## src/ifhb_pkg.sv

```systemverilog
// Package for the IPv4 fragment header builder.
// Holds the controller state type, the command/status structs and the header constants.
// No dependencies.
package ifhb_pkg;

    typedef enum logic [2:0] {
        ST_IDLE,
        ST_PREP,
        ST_CHECK,
        ST_FRAG,
        ST_FOLD,
        ST_EMIT
    } ifhb_state_t;

    // upper_protocol codes
    localparam logic [1:0] PROTO_UDP  = 2'd0;
    localparam logic [1:0] PROTO_ICMP = 2'd1;

    // configuration register indexes
    localparam logic CFG_SOURCE_ADDRESS = 1'b0;
    localparam logic CFG_LINK_MTU       = 1'b1;

    localparam logic [10:0] MTU_RESET    = 11'd1500;
    localparam logic [10:0] MTU_MIN      = 11'd148;
    localparam logic [10:0] MTU_MAX      = 11'd1500;
    localparam logic [10:0] HDR_BYTES    = 11'd20;
    localparam logic [15:0] VER_IHL_TOS  = 16'h4500;
    localparam logic [7:0]  TTL_VALUE    = 8'd128;
    localparam logic [7:0]  IPPROTO_UDP  = 8'd17;
    localparam logic [7:0]  IPPROTO_ICMP = 8'd1;

    typedef struct packed {
        logic load_in;   // latch the accepted descriptor
        logic prep;      // clamp MTU, chunk size, base checksum, error checks
        logic check;     // fragment count check, reset fragment cursor
        logic frag;      // compute one fragment's fields and raw sum
        logic fold;      // fold the sum into the output register
        logic advance;   // step the cursor to the next fragment
    } ifhb_cmd_t;

    typedef struct packed {
        logic out_last;  // the result in the output register ends the datagram
    } ifhb_status_t;

endpackage

```

## src/ifhb_ctrl.sv

```systemverilog
// Controller state machine for the IPv4 fragment header builder.
// Depends on ifhb_pkg; drives the datapath through ifhb_cmd_t.
module ifhb_ctrl (
    input  logic                  aclk,
    input  logic                  aresetn,
    input  logic                  s_tvalid,
    output logic                  s_tready,
    output logic                  m_tvalid,
    input  logic                  m_tready,
    input  ifhb_pkg::ifhb_status_t status,
    output ifhb_pkg::ifhb_cmd_t   cmd
);
    import ifhb_pkg::*;

    ifhb_state_t state_reg, state_next;

    always_ff @(posedge aclk) begin
        if (!aresetn) begin
            state_reg <= ST_IDLE;
        end else begin
            state_reg <= state_next;
        end
    end

    always_comb begin
        state_next = state_reg;
        case (state_reg)
            ST_IDLE: begin
                if (s_tvalid) state_next = ST_PREP;
            end
            ST_PREP:  state_next = ST_CHECK;
            ST_CHECK: state_next = ST_FRAG;
            ST_FRAG:  state_next = ST_FOLD;
            ST_FOLD:  state_next = ST_EMIT;
            ST_EMIT: begin
                if (m_tready) state_next = status.out_last ? ST_IDLE : ST_FRAG;
            end
            default:  state_next = ST_IDLE;
        endcase
    end

    always_comb begin
        s_tready    = 1'b0;
        m_tvalid    = 1'b0;
        cmd         = '0;
        case (state_reg)
            ST_IDLE: begin
                s_tready    = 1'b1;
                cmd.load_in = s_tvalid;
            end
            ST_PREP:  cmd.prep  = 1'b1;
            ST_CHECK: cmd.check = 1'b1;
            ST_FRAG:  cmd.frag  = 1'b1;
            ST_FOLD:  cmd.fold  = 1'b1;
            ST_EMIT: begin
                m_tvalid    = 1'b1;
                cmd.advance = m_tready && !status.out_last;
            end
            default: begin
                s_tready = 1'b0;
            end
        endcase
    end

endmodule

```

## src/ifhb_dp.sv

```systemverilog
// Datapath for the IPv4 fragment header builder: configuration registers,
// descriptor latch, fragment cursor, checksum adder and output register. Uses ifhb_pkg.
module ifhb_dp #(
    parameter int MAX_DATAGRAM_BYTES = 8192,
    parameter int MAX_FRAGMENTS      = 64
) (
    input  logic                   aclk,
    input  logic                   aresetn,
    input  logic                   cfg_valid,
    input  logic                   cfg_index,
    input  logic [31:0]            cfg_data,
    input  logic [12:0]            in_payload_length,
    input  logic [1:0]             in_upper_protocol,
    input  logic [31:0]            in_destination_address,
    input  logic [15:0]            in_identification,
    input  ifhb_pkg::ifhb_cmd_t    cmd,
    output ifhb_pkg::ifhb_status_t status,
    output logic [10:0]            out_total_length,
    output logic [9:0]             out_fragment_offset,
    output logic                   out_more_fragments,
    output logic [15:0]            out_header_checksum,
    output logic                   out_error,
    output logic                   out_last
);
    import ifhb_pkg::*;

    localparam logic [16:0] MAX_BYTES = 17'(MAX_DATAGRAM_BYTES);
    localparam logic [6:0]  MAX_FRAGS = 7'(MAX_FRAGMENTS);

    // configuration
    logic [31:0] src_reg;
    logic [10:0] mtu_reg;

    always_ff @(posedge aclk) begin
        if (!aresetn) begin
            src_reg <= '0;
            mtu_reg <= MTU_RESET;
        end else if (cfg_valid) begin
            case (cfg_index)
                CFG_SOURCE_ADDRESS: src_reg <= cfg_data;
                CFG_LINK_MTU:       mtu_reg <= cfg_data[10:0];
                default:            src_reg <= src_reg;
            endcase
        end
    end

    // descriptor
    logic [12:0] len_reg;
    logic [1:0]  proto_reg;
    logic [31:0] dst_reg;
    logic [15:0] id_reg;

    always_ff @(posedge aclk) begin
        if (cmd.load_in) begin
            len_reg   <= in_payload_length;
            proto_reg <= in_upper_protocol;
            dst_reg   <= in_destination_address;
            id_reg    <= in_identification;
        end
    end

    // per-datagram setup
    logic [10:0] mtu_clamped;
    logic [10:0] chunk_next, chunk_reg;
    logic        single_next, single_reg;
    logic        bad_next, bad_reg;
    logic [18:0] base_next, base_reg;
    logic [7:0]  ipproto;
    logic [13:0] len_hdr;

    always_comb begin
        if (mtu_reg < MTU_MIN)      mtu_clamped = MTU_MIN;
        else if (mtu_reg > MTU_MAX) mtu_clamped = MTU_MAX;
        else                        mtu_clamped = mtu_reg;
        chunk_next  = (mtu_clamped - HDR_BYTES) & ~11'd7;
        len_hdr     = {1'b0, len_reg} + {3'b000, HDR_BYTES};
        single_next = len_hdr <= {3'b000, mtu_clamped};
        ipproto     = (proto_reg == PROTO_UDP) ? IPPROTO_UDP : IPPROTO_ICMP;
        bad_next    = ((proto_reg != PROTO_UDP) && (proto_reg != PROTO_ICMP))
                      || ({3'b000, len_hdr} > MAX_BYTES);
        base_next   = {3'b000, VER_IHL_TOS} + {3'b000, id_reg}
                    + {3'b000, TTL_VALUE, ipproto}
                    + {3'b000, src_reg[31:16]} + {3'b000, src_reg[15:0]}
                    + {3'b000, dst_reg[31:16]} + {3'b000, dst_reg[15:0]};
    end

    always_ff @(posedge aclk) begin
        if (cmd.prep) begin
            chunk_reg  <= chunk_next;
            single_reg <= single_next;
            bad_reg    <= bad_next;
            base_reg   <= base_next;
        end
    end

    // fragment count check and cursor
    logic [17:0] frag_capacity;
    logic        fault_reg;
    logic [12:0] remain_reg;
    logic [9:0]  off_reg;

    assign frag_capacity = MAX_FRAGS * chunk_reg;

    always_ff @(posedge aclk) begin
        if (cmd.check) begin
            fault_reg  <= bad_reg
                       || (!single_reg && ({5'b00000, len_reg} > frag_capacity));
            remain_reg <= len_reg;
            off_reg    <= '0;
        end else if (cmd.advance) begin
            remain_reg <= remain_reg - {2'b00, chunk_reg};
            off_reg    <= off_reg + {2'b00, chunk_reg[10:3]};
        end
    end

    // one fragment: fields and raw header sum
    logic        fin;
    logic [12:0] plen;
    logic [10:0] tlen;
    logic [15:0] flagoff;
    logic [10:0] tlen_reg;
    logic        fin_reg;
    logic [19:0] raw_reg;

    always_comb begin
        fin     = single_reg || (remain_reg <= {2'b00, chunk_reg});
        plen    = fin ? remain_reg : {2'b00, chunk_reg};
        tlen    = plen[10:0] + HDR_BYTES;
        flagoff = {2'b00, !fin, 3'b000, off_reg};
    end

    always_ff @(posedge aclk) begin
        if (cmd.frag) begin
            tlen_reg <= tlen;
            fin_reg  <= fin;
            raw_reg  <= {1'b0, base_reg} + {9'd0, tlen} + {4'd0, flagoff};
        end
    end

    // end-around carry folds, invert, load the output register
    logic [16:0] fold1;
    logic [16:0] fold2;

    always_comb begin
        fold1 = {1'b0, raw_reg[15:0]} + {13'd0, raw_reg[19:16]};
        fold2 = {1'b0, fold1[15:0]} + {16'd0, fold1[16]};
    end

    always_ff @(posedge aclk) begin
        if (cmd.fold) begin
            if (fault_reg) begin
                out_total_length    <= '0;
                out_fragment_offset <= '0;
                out_more_fragments  <= 1'b0;
                out_header_checksum <= '0;
                out_error           <= 1'b1;
                out_last            <= 1'b1;
            end else begin
                out_total_length    <= tlen_reg;
                out_fragment_offset <= off_reg;
                out_more_fragments  <= !fin_reg;
                out_header_checksum <= ~fold2[15:0];
                out_error           <= 1'b0;
                out_last            <= fin_reg;
            end
        end
    end

    assign status.out_last = out_last;

endmodule

```

## src/ipv4_fragment_header_builder_unit.sv

```systemverilog
// Top level of the IPv4 fragment header builder.
// Instantiates ifhb_ctrl and ifhb_dp; uses ifhb_pkg.
//
// Usage:
//   s_* channel: one transaction per datagram descriptor. s_tdata carries the
//   payload length, destination address and identification; s_tuser carries
//   the upper-protocol code (UDP, ICMP, others rejected).
//   m_* channel: one transaction per fragment header descriptor (total
//   length, offset in 8-byte units, more-fragments, header checksum).
//   m_tuser flags a rejected datagram; m_tlast marks its final descriptor.
//   cfg_* channel: always ready; index 0 writes the source address, index 1
//   the link MTU (clamped into 148..1500 when used). Write only while idle.
// Sequence: one datagram at a time. After the descriptor transaction, the
//   setup steps (MTU clamp, chunk size and base sum, then fragment-count
//   check), then per fragment the sum, fold and present steps, repeated as
//   the controller steps the fragment cursor through the datagram. Rejected
//   datagrams give one result.
// Reset: control returns to idle, source address clears, MTU returns to 1500.
// Stall: when m_tready is low the result is held in the output register and
//   the fragment cursor does not advance; s_tready stays low until the last
//   result of the current datagram is taken.
module ipv4_fragment_header_builder_unit #(
    parameter int MAX_DATAGRAM_BYTES = 8192,
    parameter int MAX_FRAGMENTS      = 64
) (
    input  logic        aclk,
    input  logic        aresetn,
    // configuration write channel
    input  logic        cfg_valid,
    output logic        cfg_ready,
    input  logic        cfg_index,
    input  logic [31:0] cfg_data,
    // datagram descriptors
    input  logic        s_tvalid,
    output logic        s_tready,
    // [12:0] payload_length, [44:13] destination_address,
    // [60:45] identification, [63:61] zero
    input  logic [63:0] s_tdata,
    // [1:0] upper_protocol
    input  logic [1:0]  s_tuser,
    // fragment header descriptors
    output logic        m_tvalid,
    input  logic        m_tready,
    // [10:0] total_length, [20:11] fragment_offset, [21] more_fragments,
    // [37:22] header_checksum, [39:38] zero
    output logic [39:0] m_tdata,
    // [0] error
    output logic        m_tuser,
    output logic        m_tlast
);
    import ifhb_pkg::*;

    ifhb_cmd_t    cmd;
    ifhb_status_t status;

    logic [10:0] total_length;
    logic [9:0]  fragment_offset;
    logic        more_fragments;
    logic [15:0] header_checksum;

    // registers accept a write in any cycle
    assign cfg_ready = 1'b1;

    ifhb_ctrl u_ctrl (
        .aclk     (aclk),
        .aresetn  (aresetn),
        .s_tvalid (s_tvalid),
        .s_tready (s_tready),
        .m_tvalid (m_tvalid),
        .m_tready (m_tready),
        .status   (status),
        .cmd      (cmd)
    );

    ifhb_dp #(
        .MAX_DATAGRAM_BYTES (MAX_DATAGRAM_BYTES),
        .MAX_FRAGMENTS      (MAX_FRAGMENTS)
    ) u_dp (
        .aclk                   (aclk),
        .aresetn                (aresetn),
        .cfg_valid              (cfg_valid),
        .cfg_index              (cfg_index),
        .cfg_data               (cfg_data),
        .in_payload_length      (s_tdata[12:0]),
        .in_upper_protocol      (s_tuser),
        .in_destination_address (s_tdata[44:13]),
        .in_identification      (s_tdata[60:45]),
        .cmd                    (cmd),
        .status                 (status),
        .out_total_length       (total_length),
        .out_fragment_offset    (fragment_offset),
        .out_more_fragments     (more_fragments),
        .out_header_checksum    (header_checksum),
        .out_error              (m_tuser),
        .out_last               (m_tlast)
    );

    // pack the result fields, lowest first
    assign m_tdata = {2'b00, header_checksum, more_fragments, fragment_offset, total_length};

endmodule
```

## config.mk

```make
export PLATFORM = sky130hd
export DESIGN_NAME = ipv4_fragment_header_builder_unit
export DESIGN_NICKNAME = d
export VERILOG_FILES = /design/src/ifhb_pkg.sv /design/src/ifhb_ctrl.sv /design/src/ifhb_dp.sv /design/src/ipv4_fragment_header_builder_unit.sv
export SDC_FILE = /design/constraint.sdc
export NUM_CORES = 1
export LEC_CHECK = 0
export BUFFER_PORTS_ARGS = -buffer_cell sky130_fd_sc_hd__buf_2
export CAP_MARGIN = 10
export CORE_MARGIN = 2
export CORE_UTILIZATION = 46
export DETAILED_ROUTE_END_ITERATION = 7
export GPL_TIMING_DRIVEN = 1
export PLACE_DENSITY_LB_ADDON = 0.2
export SLEW_MARGIN = 20
export SYNTH_ARGS = -nofsm -noshare
export SYNTH_HDL_FRONTEND = slang
export SYNTH_HIERARCHICAL = 1
export SYNTH_SLANG_ARGS = --single-unit
export TNS_END_PERCENT = 10
```

## constraint.sdc

```tcl
create_clock -name aclk -period 17 [get_ports aclk]
set_input_delay 0.85 -clock aclk [delete_from_list [all_inputs] [get_ports aclk]]
set_output_delay 0.85 -clock aclk [all_outputs]
set_load 0.05 [all_outputs]
```

; Word level (Yosys, flattened, before mapping)
; Index checks and enable logic that the tools add are counted.
[totals]
wordCells = 90
inputBits = 104
regBits = 234
[op_classes]
addsub = 15
bitwise_logic = 2
n_lt_le_gt_ge = 6
n_eq_ne = 8
reduce_logical = 17
muxes = 19
[op_table]
columns = op, n
row1 = $add 19x16->19, 5
row2 = $mux 11, 3
row3 = $mux 13, 2
row4 = $add 19x11->20, 1
row5 = $add 20x14->20, 1
row6 = $pmux 3 s6, 1
row7 = $add 15x16->17 const A, 1
row8 = $add 16x4->17, 1
row9 = $gt 13x17->1, 1
row10 = $add 16x1->16, 1
row11 = $not 16->16, 1
row12 = $add 13x5->14 const B, 1
row13 = $gt 14x14->1 const B, 1
row14 = $le 14x11->1, 1
row15 = $le 13x11->1, 1
row16 = $sub 13x11->13, 1
row17 = $add 11x5->11 const B, 1
row18 = $gt 11x11->1 const B, 1
row19 = $lt 11x8->1 const B, 1
row20 = $sub 11x5->11 const B, 1
row21 = $add 10x8->10, 1
row22 = $mux 1, 9
row23 = $eq 3x2->1 const B, 2
row24 = $eq 3x3->1 const B, 2
row25 = other kinds (14), 26

; Longest topological paths before layout
; Gate-level depths: netlist of run 1.
[logic_depth]
word_depth = 7
depth_mapped = 26
mapped_depth_nobuf = 24

; Hierarchy
; The synthesis of run 1 kept the hierarchy.
[modules_own_cells]
columns = mod, instances, seq_area_each_um2, area_each_um2, cells_each
row1 = ifhb_dp, 1, 6406.1, 13352.8, 1195
row2 = ifhb_ctrl, 1, 60.1, 212.7, 27
row3 = ipv4_fragment_header_builder_unit, 1, 0.0, 37.5, 6

; Worst setup path before layout of run 1
; No wires, ideal clock.
[synth_path]
path_kind = register to register
start = register u_dp.chunk_reg[3]
end = register u_dp.raw_reg[13] (data pin)
setup_slack_ns = 11.627
required_ns = 16.739
period_less_slack_ns = 5.373
path_buffers = 3
path_stages_with_launch = 25
arrival_ns = 5.112
path_cell_list = edfxtp_1 > ha_1 > fa_1 > nor2b_1 > o21ai_0 > a21oi_1 > o21ai_0 > a21oi_1 > clkbuf_1 > buf_2 > o21ai_0 > ha_1 > o2111ai_1 > xnor2_1 > nor2_1 > a21oi_1 > fa_1 > ha_1 > clkbuf_1 > nand4_1 > a211oi_1 > nor2_1 > a21boi_0 > nor4_1 > a311o_1
[synth_via]
elab_chain_cells = 6
elab_cells_between_ends = 7
cone_classes = 3 x add/sub / 1 x order compare / 1 x mux / 2 x reduce/logical
[synth_lines]
columns = element, line
row1 = from (decl), ifhb_dp.sv:64  ; logic [10:0] chunk_next, chunk_reg;
row2 = from (signal assigned), ifhb_dp.sv:89  ; chunk_reg <= chunk_next;
row3 = $le 13x11->1, ifhb_dp.sv:126  ; fin = single_reg || (remain_reg <= {2'b00, chunk_reg});
row4 = $logic_or 1x1->1, ifhb_dp.sv:126
row5 = $mux 11 *, ifhb_dp.sv:127  ; plen = fin ? remain_reg : {2'b00, chunk_reg};
row6 = $add 11x5->11 *, ifhb_dp.sv:128  ; tlen = plen[10:0] + HDR_BYTES;
row7 = named net u_dp.tlen[8], ifhb_dp.sv:119  ; logic [10:0] tlen;
row8 = $add 19x11->20 *, ifhb_dp.sv:136  ; raw_reg <= {1'b0, base_reg} + {9'd0, tlen} + {4'd0, flagoff};
row9 = $add 20x14->20 *, ifhb_dp.sv:136
row10 = to (signal assigned), ifhb_dp.sv:136
row11 = to (decl), ifhb_dp.sv:123  ; logic [19:0] raw_reg;
; The timed path passes the listed nets; every way through them passes the cells marked *.
; A chain may end at the register's enable or synchronous reset.

; Final worst setup path of run 1
; Ends and elaborated chain as after synthesis.

==> results of run 1 <==
==> power groups by stage <==
stage | clock (W) | sequential (W) | combinational, W
2_1_floorplan | 0 | 0.000798 | 0.000668
4_1_cts | 0.000593 | 0.000798 | 0.000863
6_report | 0.000578 | 0.000798 | 0.000861
5_1_grt | 0.000615 | 0.000806 | 0.000982
3_5_place_dp | 0 | 0.000810 | 0.000856
3_3_place_gp | 0 | 0.000808 | 0.000847
==> critical path, cell delays in order, from the launching register on <==
cell       delay [ns]
edfxtp_1         0.47
ha_1             0.27
fa_1             0.41
nor2b_1          0.13
o21ai_0          0.13
a21oi_1          0.22
o21ai_0          0.21
a21oi_2          0.80
nor2b_1          0.25
ha_1             0.34
o2111ai_1        0.38
xnor2_1          0.12
a21oi_1          0.39
fa_1             0.49
ha_1             0.42
nand4_1          0.14
a211oi_1         0.24
nor2_1           0.10
a21boi_0         0.32
nor4_1           0.10
a311o_1          0.30
==> per-stage QoR <==
step,std cells,cell area [um2]
floorplan,1229,13600
global placement,1720,14700
detailed placement,1720,14700
CTS,1768,15600
global route,1769,15600
finish,1769,15600
==> worst paths after layout <==
path	start	endpoint	slack (ns)	depth (start not counted)
max	u_dp/chunk_reg[3]	u_dp/raw_reg[13]	10.50	20
max reg2reg	u_dp/chunk_reg[3]	u_dp/raw_reg[13]	10.50	20
min reg2reg	u_dp/src_reg[14]	u_dp/src_reg[14]	0.46	2
min	u_dp/src_reg[14]	u_dp/src_reg[14]	0.46	2
==> logic make-up (layout without fill, tap and decap cells) <==
group	count (synthesis)	count (layout)	synth area share, %
multiplexers	6	6	0.451
XOR/XNOR	82	82	5.28
adder cells (fa/ha/maj)	150	150	17.3
AO/OA/AOI/OAI	231	231	11.5
AND/OR/NAND/NOR	383	383	13.7
other	2	3	0.0552
flip-flops	234	234	47.5
buffers and inverters	140	296	4.15
==> synth_stat cells (all sizes together) (19+ instances only) <==
cell type	number
a21boi	39
a21oi	51
clkbuf	29
dfxtp	56
edfxtp	178
fa	63
ha	87
inv	96
nand2	140
nand3	19
nor2	81
nor2b	34
nor3	30
o21ai	52
xnor2	59
xor2	23
==> final cells by class <==
class	instances	share of cell area (%)
well taps	384	3.08
repair buffers	151	5.07
flip-flops and latches	234	41.5
inverters	97	2.33
clock buffers	27	4.20
clock inverters	21	1.54
multi-input cells	855	42.3
==> metal layers <==
metal / up-vias / GRT usage [%] / routed length [um]
met1: 4245 / 27.5 / 13700
met2: 250 / 28.4 / 12100
met5: - / 0 / 12
met4: 2 / 4.99 / 740
li1: 4591 / - / -
met3: 39 / 2.37 / 1380
==> results.md, run 1 <==
* Drt via density at 5.16
* Post-CTS resize count at 0
* Max Slew Vio Count at 0
* Routed wire length at 28000 um
* Synth top area cells: edfxtp_1 (39%), fa_1 (9.3%), dfxtp_1 (8.2%)
* First-pass detailed-route iteration total at 5
* Sw Pwr at 0.000774 W
* Crit-path max FO at 20
* Worst clock skew at 0.0262 ns
* Synth area leader: edfxtp_1
* Initial DRC Count at 566
* Critical Path RT at 17.28 ns
* Core area at 28900 um2
* Asr flop ratio synth at 0%
* Nets@finish at 1619
* WL per Instance at 15.8 um
* Hold WC Path Type: register to register
* Number of port buffers at 142
* Number of CTS-inserted buffers at 26
* Initial antenna violation count at 1
* Measured slew at the worst slew-check pin at 0.954 ns
* Pre-CTS WS at 10.57 ns
* Post-layout util at 53.9%
* Worst Setup End Kind: register
* Fillers at 2573
* Cell Rows at 62
* Clock power frac at 25.9%
* Overall Power at 0.00224 W
* Die area at 31000 um2
* Synthesized area at 13600 um2
* Hold slack at 0.464 ns
* Area growth syn-to-layout at 14.6%
* Grt ovf at 0
* Storage element area at 6470 um2
* Sequential fraction of the synthesis area at 47.5%
* First-pass GRT wire length at 45800 um
* # Max-Cap Violations at 0
* Initial Utilization at 47.0%
* Root buffer cell: clkbuf_16
* Setup crit start kind: register
* Final setup fails at 0
* Max_slew headroom at 36.4%
* PnR worst setup slack at 10.50 ns
* Commonest non-fill, non-tap cell in the layout: edfxtp_1
* Most frequent cells in the layout: edfxtp_1 (178), buf_2 (142), nand2_1 (139)
* Post-CTS Repair Setup Buffers at 0
* Clock tree buffer depth at 3
* Run status: finished, final reports clean
* Fmax at 154 MHz
* IO Count at 149
* Clock input transition at the sequential cells of the worst setup and hold paths at 0.06 ns
* Yosys reg bits at 234
* Mapped Cells at 1228
* Multi-input gate area at 6600 um2
* Skew-Pair Late Insertion Delay at 0.56 ns
* Post-synth top area share at 39.3%
* PwrDens at 143 nW/um2
* RSZ-0062 raised after global routing: no
* Sequential share of power at 35.7%
* Fraction of layout cells with a size suffix above 1 at 16.5%
* EDFF count, synth at 178
* Combinational Power Share at 38.5%
* Yosys warns at 6
* Net Sw Frac at 34.6%
* Top_reg_cell synth: edfxtp_1
* Vias in the first global route at 8886
* Setup TNS at 0 ns
* Diode count at 0
* Final HPWL DP at 21500 um
* Crit share post-route at 38.2%
* Synth cell types at 81
* Hold Vio Cnt, Final at 0
* Largest net degree at the start of global routing at 64
* Chip width at 176 um
* Int Power at 0.00146 W
* H-tree level count at 1
* CP arrival at 6.78 ns
* Placer Congestion at 0.859
* Min Clock Period, post-route at 6.50 ns
* Synthesized area per cell at 11.1 um2
* Vias at 9127
* Max rail drop VDD at 0.0950 mV
* Die Height at 176 um
* Crit Path Category: register to register
* Pleak at 6.26 nW
* Post-route ant nets at 0
* CTS tree: done
* Total track usage at 18.4%
* # hold bufs at CTS at 0
* CTS Sinks at 234
* Drt drc at 0
Note: power is estimated with default switching activity, not from simulation.
==> inputs of run 2 (changes only) <==
==> constraint.sdc (replaced) <==
create_clock -name aclk -period 6.6 [get_ports aclk]
set_input_delay 0.33 -clock aclk [delete_from_list [all_inputs] [get_ports aclk]]
set_output_delay 0.33 -clock aclk [all_outputs]
set_load 0.05 [all_outputs]
==> run 2 against run 1 <==
- cell count is 3.6% higher
- clock skew shrank 0.0077 ns
- global-route usage grew 0.86 points
- sequential cell count did not move
- combinational power grew to 2.6 times the previous value
- clock power increased by 150%
- core utilization up 2.1 points
- hold slack worse by 0.43 ns
- largest cell class unchanged
==> results.md, run 2 (synthesis results as in run 1) <==
* Die Height at 176 um (unchanged)
* CP delay by family, top: compound AO/OA/AOI/OAI gates
* Pleak at 6.51 nW (+4.0%)
* Vias at 9471 (+3.8%)
* Placed cell area at 14700 um2 (about the same)
* Fmax at 167 MHz (+8.7%)
* CP arrival at 6.26 ns (-0.52 ns)
* Critical Path RT at 6.88 ns (-10.40 ns)
* # Max-Cap Violations at 0 (unchanged)
* Run status: finished, final reports clean
* H-tree level count at 1 (unchanged)
* Crit path from: u_dp/chunk_reg[3]
* Fraction of layout cells with a size suffix above 1 at 15.6% (-0.87 points)
* Crit-path max cell delay at 0.53 ns (-0.27 ns)
* Clock input transition at the sequential cells of the worst setup and hold paths at 0.06 ns (about the same)
* Largest net degree at the start of global routing at 64 (unchanged)
* Setup TNS at 0 ns (unchanged)
* Design area at 16200 um2 (+3.9%)
* Measured slew at the worst slew-check pin at 0.865 ns (-0.0891 ns)
* RSZ-0062 raised after global routing: no
* Chip width at 176 um (unchanged)
* Post-CTS Repair Setup Buffers at 0 (unchanged)
* Reg2Reg Launch Point: u_dp/chunk_reg[3]
* First-pass GRT wire length at 48100 um (+5.1%)
* Placer Congestion at 0.863 (+0.48%)
* Final HPWL DP at 21600 um (+0.33%)
* Top Usage Layer GRT: met2
* Hold WC Path Type: input pin to register
* Min Clock Period, post-route at 5.98 ns (-0.522 ns)
* First-pass detailed-route iteration total at 5 (unchanged)
* Nets@finish at 1683 (+4.0%)
* CTS tree: done
* Max_slew headroom at 42.4% (+5.9 points)
* WL per Instance at 15.9 um (+0.29%)
* Slowest CP cell: fa_1
* Crit Path Category: register to register
* Met2 usage at 30.5% (+2.1 points)
* Vias in the first global route at 9555 (+7.5%)
* Setup crit start kind: register
* Reg2Reg Setup Slack at 0.62 ns (-9.88 ns)
* Initial DRC Count at 622 (+9.9%)
* PwrDens at 355 nW/um2 (+150%)
* Overall Power at 0.00575 W (+160%)
* Root buffer cell: clkbuf_16
* Hold path depth at 3 (+1)
* Clock tree buffer depth at 3 (unchanged)
* Max Slew Vio Count at 0 (unchanged)
* Fillers at 2476 (-3.8%)
* GRT met1 Usage at 27.8% (+0.27 points)
* Worst setup path endpoint: u_dp/raw_reg[13]
* RR Endpoint: u_dp/raw_reg[13]
* Worst Setup End Kind: register
* Routed wire length at 29100 um (+3.9%)
* Crit share post-route at 90.6% (+52 points)
* Reg2Reg Depth at 20 (unchanged)
* Multi-input gate area at 6600 um2 (about the same)
* Cell Rows at 62 (unchanged)
* Most frequent cells in the layout: edfxtp_1 (178), buf_2 (142), nand2_1 (139)
* Commonest non-fill, non-tap cell in the layout: edfxtp_1
* CP Cell Sequence: ha_1 -> fa_1 -> nor2b_1 -> o21ai_0 -> a21oi_1 -> o21ai_0 -> a21oi_1 -> nor2b_1 -> ha_1 -> o21ai_0 -> xor2_1 -> o21ai_0 -> fa_1 -> ha_1 -> nand4_1 -> a211oi_1 -> nor2_1 -> a21boi_0 -> nor4_1 -> a311o_1
* Drt drc at 0 (unchanged)
* Die area at 31000 um2 (unchanged)
* Number of CTS-inserted buffers at 26 (unchanged)
* Number of port buffers at 142 (unchanged)
* Grt ovf at 0 (unchanged)
* Post-route ant nets at 0 (unchanged)
* Final setup fails at 0 (unchanged)
* Worst clock skew at 0.0186 ns (-0.00767 ns)
* Total track usage at 19.3% (+0.86 points)
* CP bufs+invs at 0 (unchanged)
* Max rail drop VDD at 0.214 mV (+130%)
* IO Count at 149 (unchanged)
* GR Util met3 at 2.80% (+0.43 points)
* Diode count at 0 (unchanged)
* Skew-Pair Late Insertion Delay at 0.53 ns (-0.03 ns)
* Drt via density at 5.17 (+0.15%)
* Initial Utilization at 47.0% (unchanged)
* CTS Sinks at 234 (unchanged)
* Post-CTS resize count at 0 (unchanged)
* Core area at 28900 um2 (unchanged)
* Storage element area at 6470 um2 (unchanged)
* Initial antenna violation count at 0 (-1)
* Crit-path max FO at 6 (-70%)
* Top cell by count, worst path: o21ai_0
* Hold Vio Cnt, Final at 0 (unchanged)
* Stages on the worst setup path at 20 (unchanged)
* Area growth syn-to-layout at 19.1%
run 2: cell types whose count changed in the layout (fill, tap and decap cells not counted), sizes merged:
cell         delta
buf             +1
bufinv          -2
clkbuf          +7
clkinv          -5
clkinvlp        +1
dlygate4sd3    +63
inv             -1
run 2: worst register-to-register path: cells and delay by family, from the launching register on:
kind / cells / cell delay [ns]
AOI/OAI and AO/OA: 9 / 2.60
adders and majority gates: 5 / 1.90
and+or+nand+nor: 5 / 0.67
DFF: 1 / 0.47
xor gates and xnor gates: 1 / 0.09
run 2: worst min-delay path by stage:
stage / start / endpoint / slack [ns]
floorplan: s_tdata[13] / u_dp/dst_reg[0] / 0.43
finish: cfg_data[3] / u_dp/mtu_reg[3] / 0.04
global placement: u_dp/src_reg[24] / u_dp/src_reg[24] / 0.46
detailed placement: u_dp/src_reg[14] / u_dp/src_reg[14] / 0.46
global route: cfg_data[3] / u_dp/mtu_reg[3] / 0.03
CTS: cfg_data[4] / u_dp/mtu_reg[4] / 0.02
run 2: where the power goes:
part	internal, W	switching, W	total [W]
clock	0.000860	0.000576	0.00144
combinational	0.000989	0.00127	0.00226
sequential	0.00192	0.000135	0.00206
run 2: layout make-up:
| class | instances | area share [%] |
|---|---|---|
| clock buffers | 34 | 4.52 |
| clock inverters | 14 | 0.826 |
| inverters | 97 | 2.25 |
| multi-input cells | 855 | 40.7 |
| flip-flops and latches | 234 | 39.9 |
| well taps | 384 | 2.97 |
| repair buffers | 215 | 8.82 |
run 2: per-stage QoR:
| stage | hold WS, ns | cells | utilization [%] | setup slack [ns] |
|---|---|---|---|---|
| final | 0.0360 | 1833 | 56.0 | 0.622 |
| after global routing | 0.0341 | 1833 | 56.0 | 0.288 |
| after CTS | 0.0190 | 1832 | 55.9 | 0.646 |
| after detailed placement | 0.463 | 1721 | 50.7 | 0.631 |
| after global placement | 0.455 | 1721 | 50.7 | 0.770 |
| after floorplan | 0.429 | 1229 | - | 1.23 |
run 2: timing repair:
| item | CTS | global route |
|---|---|---|
| setup endpoints to repair | 0 | 0 |
| hold endpoints to repair | 63 | 0 |
| hold buffers | 63 | 0 |
run 2: per-layer routing:
layer	share of wire (%)	vias to the layer above
li1	-	4726
met1	48	4441
met2	44	251
met3	5.1	53
met4	2.5	0
met5	0	-
==> inputs of run 3 (changes only) <==
--- a/config.mk
+++ b/config.mk
@@ -8,7 +8,7 @@
 export BUFFER_PORTS_ARGS = -buffer_cell sky130_fd_sc_hd__buf_2
 export CAP_MARGIN = 10
 export CORE_MARGIN = 2
-export CORE_UTILIZATION = 46
+export CORE_UTILIZATION = 54
 export DETAILED_ROUTE_END_ITERATION = 7
 export GPL_TIMING_DRIVEN = 1
 export PLACE_DENSITY_LB_ADDON = 0.2
==> constraint.sdc (replaced) <==
create_clock -name aclk -period 5 [get_ports aclk]
set_input_delay 0.25 -clock aclk [delete_from_list [all_inputs] [get_ports aclk]]
set_output_delay 0.25 -clock aclk [all_outputs]
set_load 0.05 [all_outputs]
==> run 3 against run 2 <==
- worst setup slack worse by 0.35 ns
- die area is 14% lower
- maximum frequency is 27% higher
- via count is 4.1% higher
- routed wire length is 4.0% higher
- critical endpoint unchanged
- cell count is 0.16% higher
- critical path depth is 2 higher
- sequential share of layout area is 1.3 points lower
- non-clock buffer count is 60 higher
- sequential cell count stayed put
- largest power group unchanged
- clock power is 39% higher
==> results.md, run 3 (synthesis results as in run 1) <==
* CP delay by family, top: compound AO/OA/AOI/OAI gates
* Run status: finished, final reports clean
* Total track usage at 23.0% (+3.7 points)
* RR Endpoint: u_dp/raw_reg[13]
* Storage element area at 6470 um2 (unchanged)
* # Max-Cap Violations at 0 (unchanged)
* Commonest non-fill, non-tap cell in the layout: edfxtp_1
* Skew-Pair Late Insertion Delay at 0.53 ns (about the same)
* Vias at 9860 (+4.1%)
* Hold slack at 0.0159 ns (-0.0201 ns)
* Stages on the worst setup path at 22 (+10%)
* Final setup fails at 0 (unchanged)
* Initial DRC Count at 627 (+0.80%)
* Min-delay src: cfg_data[5]
* Reg2Reg Launch Point: u_dp/chunk_reg[3]
* Reg2Reg Depth at 22 (+10%)
* Design area at 16700 um2 (+3.3%)
* Crit share post-route at 94.5% (+3.9 points)
* Pre-CTS WS at -0.00948 ns (-0.640 ns)
* Diode count at 0 (unchanged)
* Hold Vio Cnt, Final at 0 (unchanged)
* Root buffer cell: clkbuf_16
* Worst Setup End Kind: register
* Setup TNS at 0 ns (unchanged)
* Crit Path Category: register to register
* Worst clock skew at 0.0245 ns (+0.00594 ns)
* Max_slew headroom at 32.9% (-9.4 points)
* Hold path depth at 3 (unchanged)
* CTS Sinks at 234 (unchanged)
* CP Cell Sequence: ha_2 -> fa_2 -> nor2b_1 -> o21ai_1 -> a21oi_1 -> o21ai_2 -> a21oi_4 -> nand2_1 -> o21ai_0 -> ha_2 -> o2111ai_2 -> xnor2_1 -> nor2_1 -> a21oi_2 -> fa_1 -> ha_4 -> nand4_1 -> a211oi_2 -> nor2_1 -> a21boi_1 -> nor4_1 -> a311o_1
* Initial antenna violation count at 0 (unchanged)
* WHS Endpoint: u_dp/mtu_reg[5]
* Placed cell area at 14900 um2 (+1.3%)
* Fmax at 212 MHz (+27%)
* First-pass detailed-route iteration total at 5 (unchanged)
* Pleak at 6.80 nW (+4.4%)
* Number of port buffers at 142 (unchanged)
* Most frequent cells in the layout: edfxtp_1 (178), buf_2 (142), nand2_1 (139)
* Routed wire length at 30300 um (+4.0%)
* WL per Instance at 16.5 um (+3.8%)
* Placer Congestion at 0.919 (+6.5%)
* Area growth syn-to-layout at 23.0%
* Measured slew at the worst slew-check pin at 1.00 ns (+0.139 ns)
* H-tree level count at 1 (unchanged)
* Post-route ant nets at 0 (unchanged)
* Min Clock Period, post-route at 4.73 ns (-1.25 ns)
* Max Slew Vio Count at 0 (unchanged)
* Cell Rows at 58 (-6.5%)
* CP arrival at 4.99 ns (-1.27 ns)
* CTS tree: done
* Multi-input gate area at 6660 um2 (+0.97%)
* Clock input transition at the sequential cells of the worst setup and hold paths at 0.06 ns (about the same)
* Core area at 25000 um2 (-14%)
* Grt ovf at 0 (unchanged)
* PwrDens at 474 nW/um2 (+34%)
* Crit-path max cell delay at 0.47 ns (-0.06 ns)
* Final HPWL DP at 21000 um (-2.7%)
* Number of CTS-inserted buffers at 25 (-3.8%)
* Vias in the first global route at 9661 (+1.1%)
* Clock tree buffer depth at 3 (unchanged)
* Fraction of layout cells with a size suffix above 1 at 17.9% (+2.3 points)
* PnR worst setup slack at 0.275 ns (-0.347 ns)
* Crit-path max FO at 6 (unchanged)
* Initial Utilization at 54.5% (+7.5 points)
* Reg2Reg Setup Slack at 0.27 ns (-0.35 ns)
* Drt drc at 0 (unchanged)
* Slowest CP cell: fa_1
* Largest net degree at the start of global routing at 64 (unchanged)
* Die Height at 163 um (-7.5%)
* Max rail drop VDD at 0.366 mV (+71%)
* IO Count at 149 (unchanged)
* Setup crit start kind: register
* Overall Power at 0.00794 W (+38%)
* Critical Path RT at 5.26 ns (-1.62 ns)
* Fillers at 1850 (-25%)
* Nets@finish at 1742 (+3.5%)
* Drt via density at 5.37 (+3.9%)
* CP bufs+invs at 0 (unchanged)
* Hold WC Path Type: input pin to register
* First-pass GRT wire length at 48200 um (+0.32%)
* Chip width at 163 um (-7.5%)
* Die area at 26500 um2 (-14%)
## run 3: final cells by class
type                            instances  area share, %
Multi-Input combinational cell        855           39.8
Sequential cell                       234           38.6
Timing Repair Buffer                  275           11.6
Clock buffer                           31           4.17
Tap cell                              330           2.47
Inverter                               97           2.18
Clock inverter                         14           1.20
## run 3: what timing repair did
action                                  CTS  global route
hold buffers                             90             0
gates resized for setup                   1            11
pin swaps                                 0            10
endpoints found under the setup margin    3            12
hold endpoints to repair                 93             0
buffers inserted                          0             1
## run 3: metal layers
metal | share of wire [%] | routed length (um) | GRT usage [%]
met1 | 44 | 13400 | 32.1
met2 | 47 | 14200 | 37.6
met3 | 6.3 | 1900 | 3.21
met4 | 2.6 | 786 | 6.84
met5 | 0 | 0 | 0
## run 3: where the power goes
group	switching [W]	internal (W)
clock network	0.000760	0.00124
logic	0.00175	0.00148
registers	0.000166	0.00254
total	0.00268	0.00526
## run 3: worst max path at each step
stage | from | to | slack (ns)
after floorplan | u_dp/chunk_reg[3] | u_dp/raw_reg[13] | 0.03
final | u_dp/chunk_reg[3] | u_dp/raw_reg[13] | 0.27
after global routing | u_dp/chunk_reg[3] | u_dp/raw_reg[13] | -0.02
after CTS | u_dp/chunk_reg[3] | u_dp/raw_reg[13] | 0.05
after detailed placement | u_dp/chunk_reg[3] | u_dp/raw_reg[13] | -0.009
after global placement | u_dp/chunk_reg[3] | u_dp/raw_reg[13] | 0.08
## run 3: worst register-to-register path, stage by stage (launching register included)
cell and delay (ns):
edfxtp_1 0.39, ha_2 0.22, fa_2 0.36, nor2b_1 0.13
o21ai_1 0.09, a21oi_1 0.23, o21ai_2 0.12, a21oi_4 0.19
nand2_1 0.07, o21ai_0 0.08, ha_2 0.27, o2111ai_2 0.15
xnor2_1 0.21, nor2_1 0.07, a21oi_2 0.20, fa_1 0.47
ha_4 0.32, nand4_1 0.15, a211oi_2 0.16, nor2_1 0.09
a21boi_1 0.18, nor4_1 0.07, a311o_1 0.26
## run 3: stage by stage
stage          cells  utilization (%)
3_3_place_gp    1700             59.6
4_1_cts         1835             66.8
6_report        1836             67.0
2_1_floorplan   1229                -
3_5_place_dp    1700             59.6
5_1_grt         1836             67.0
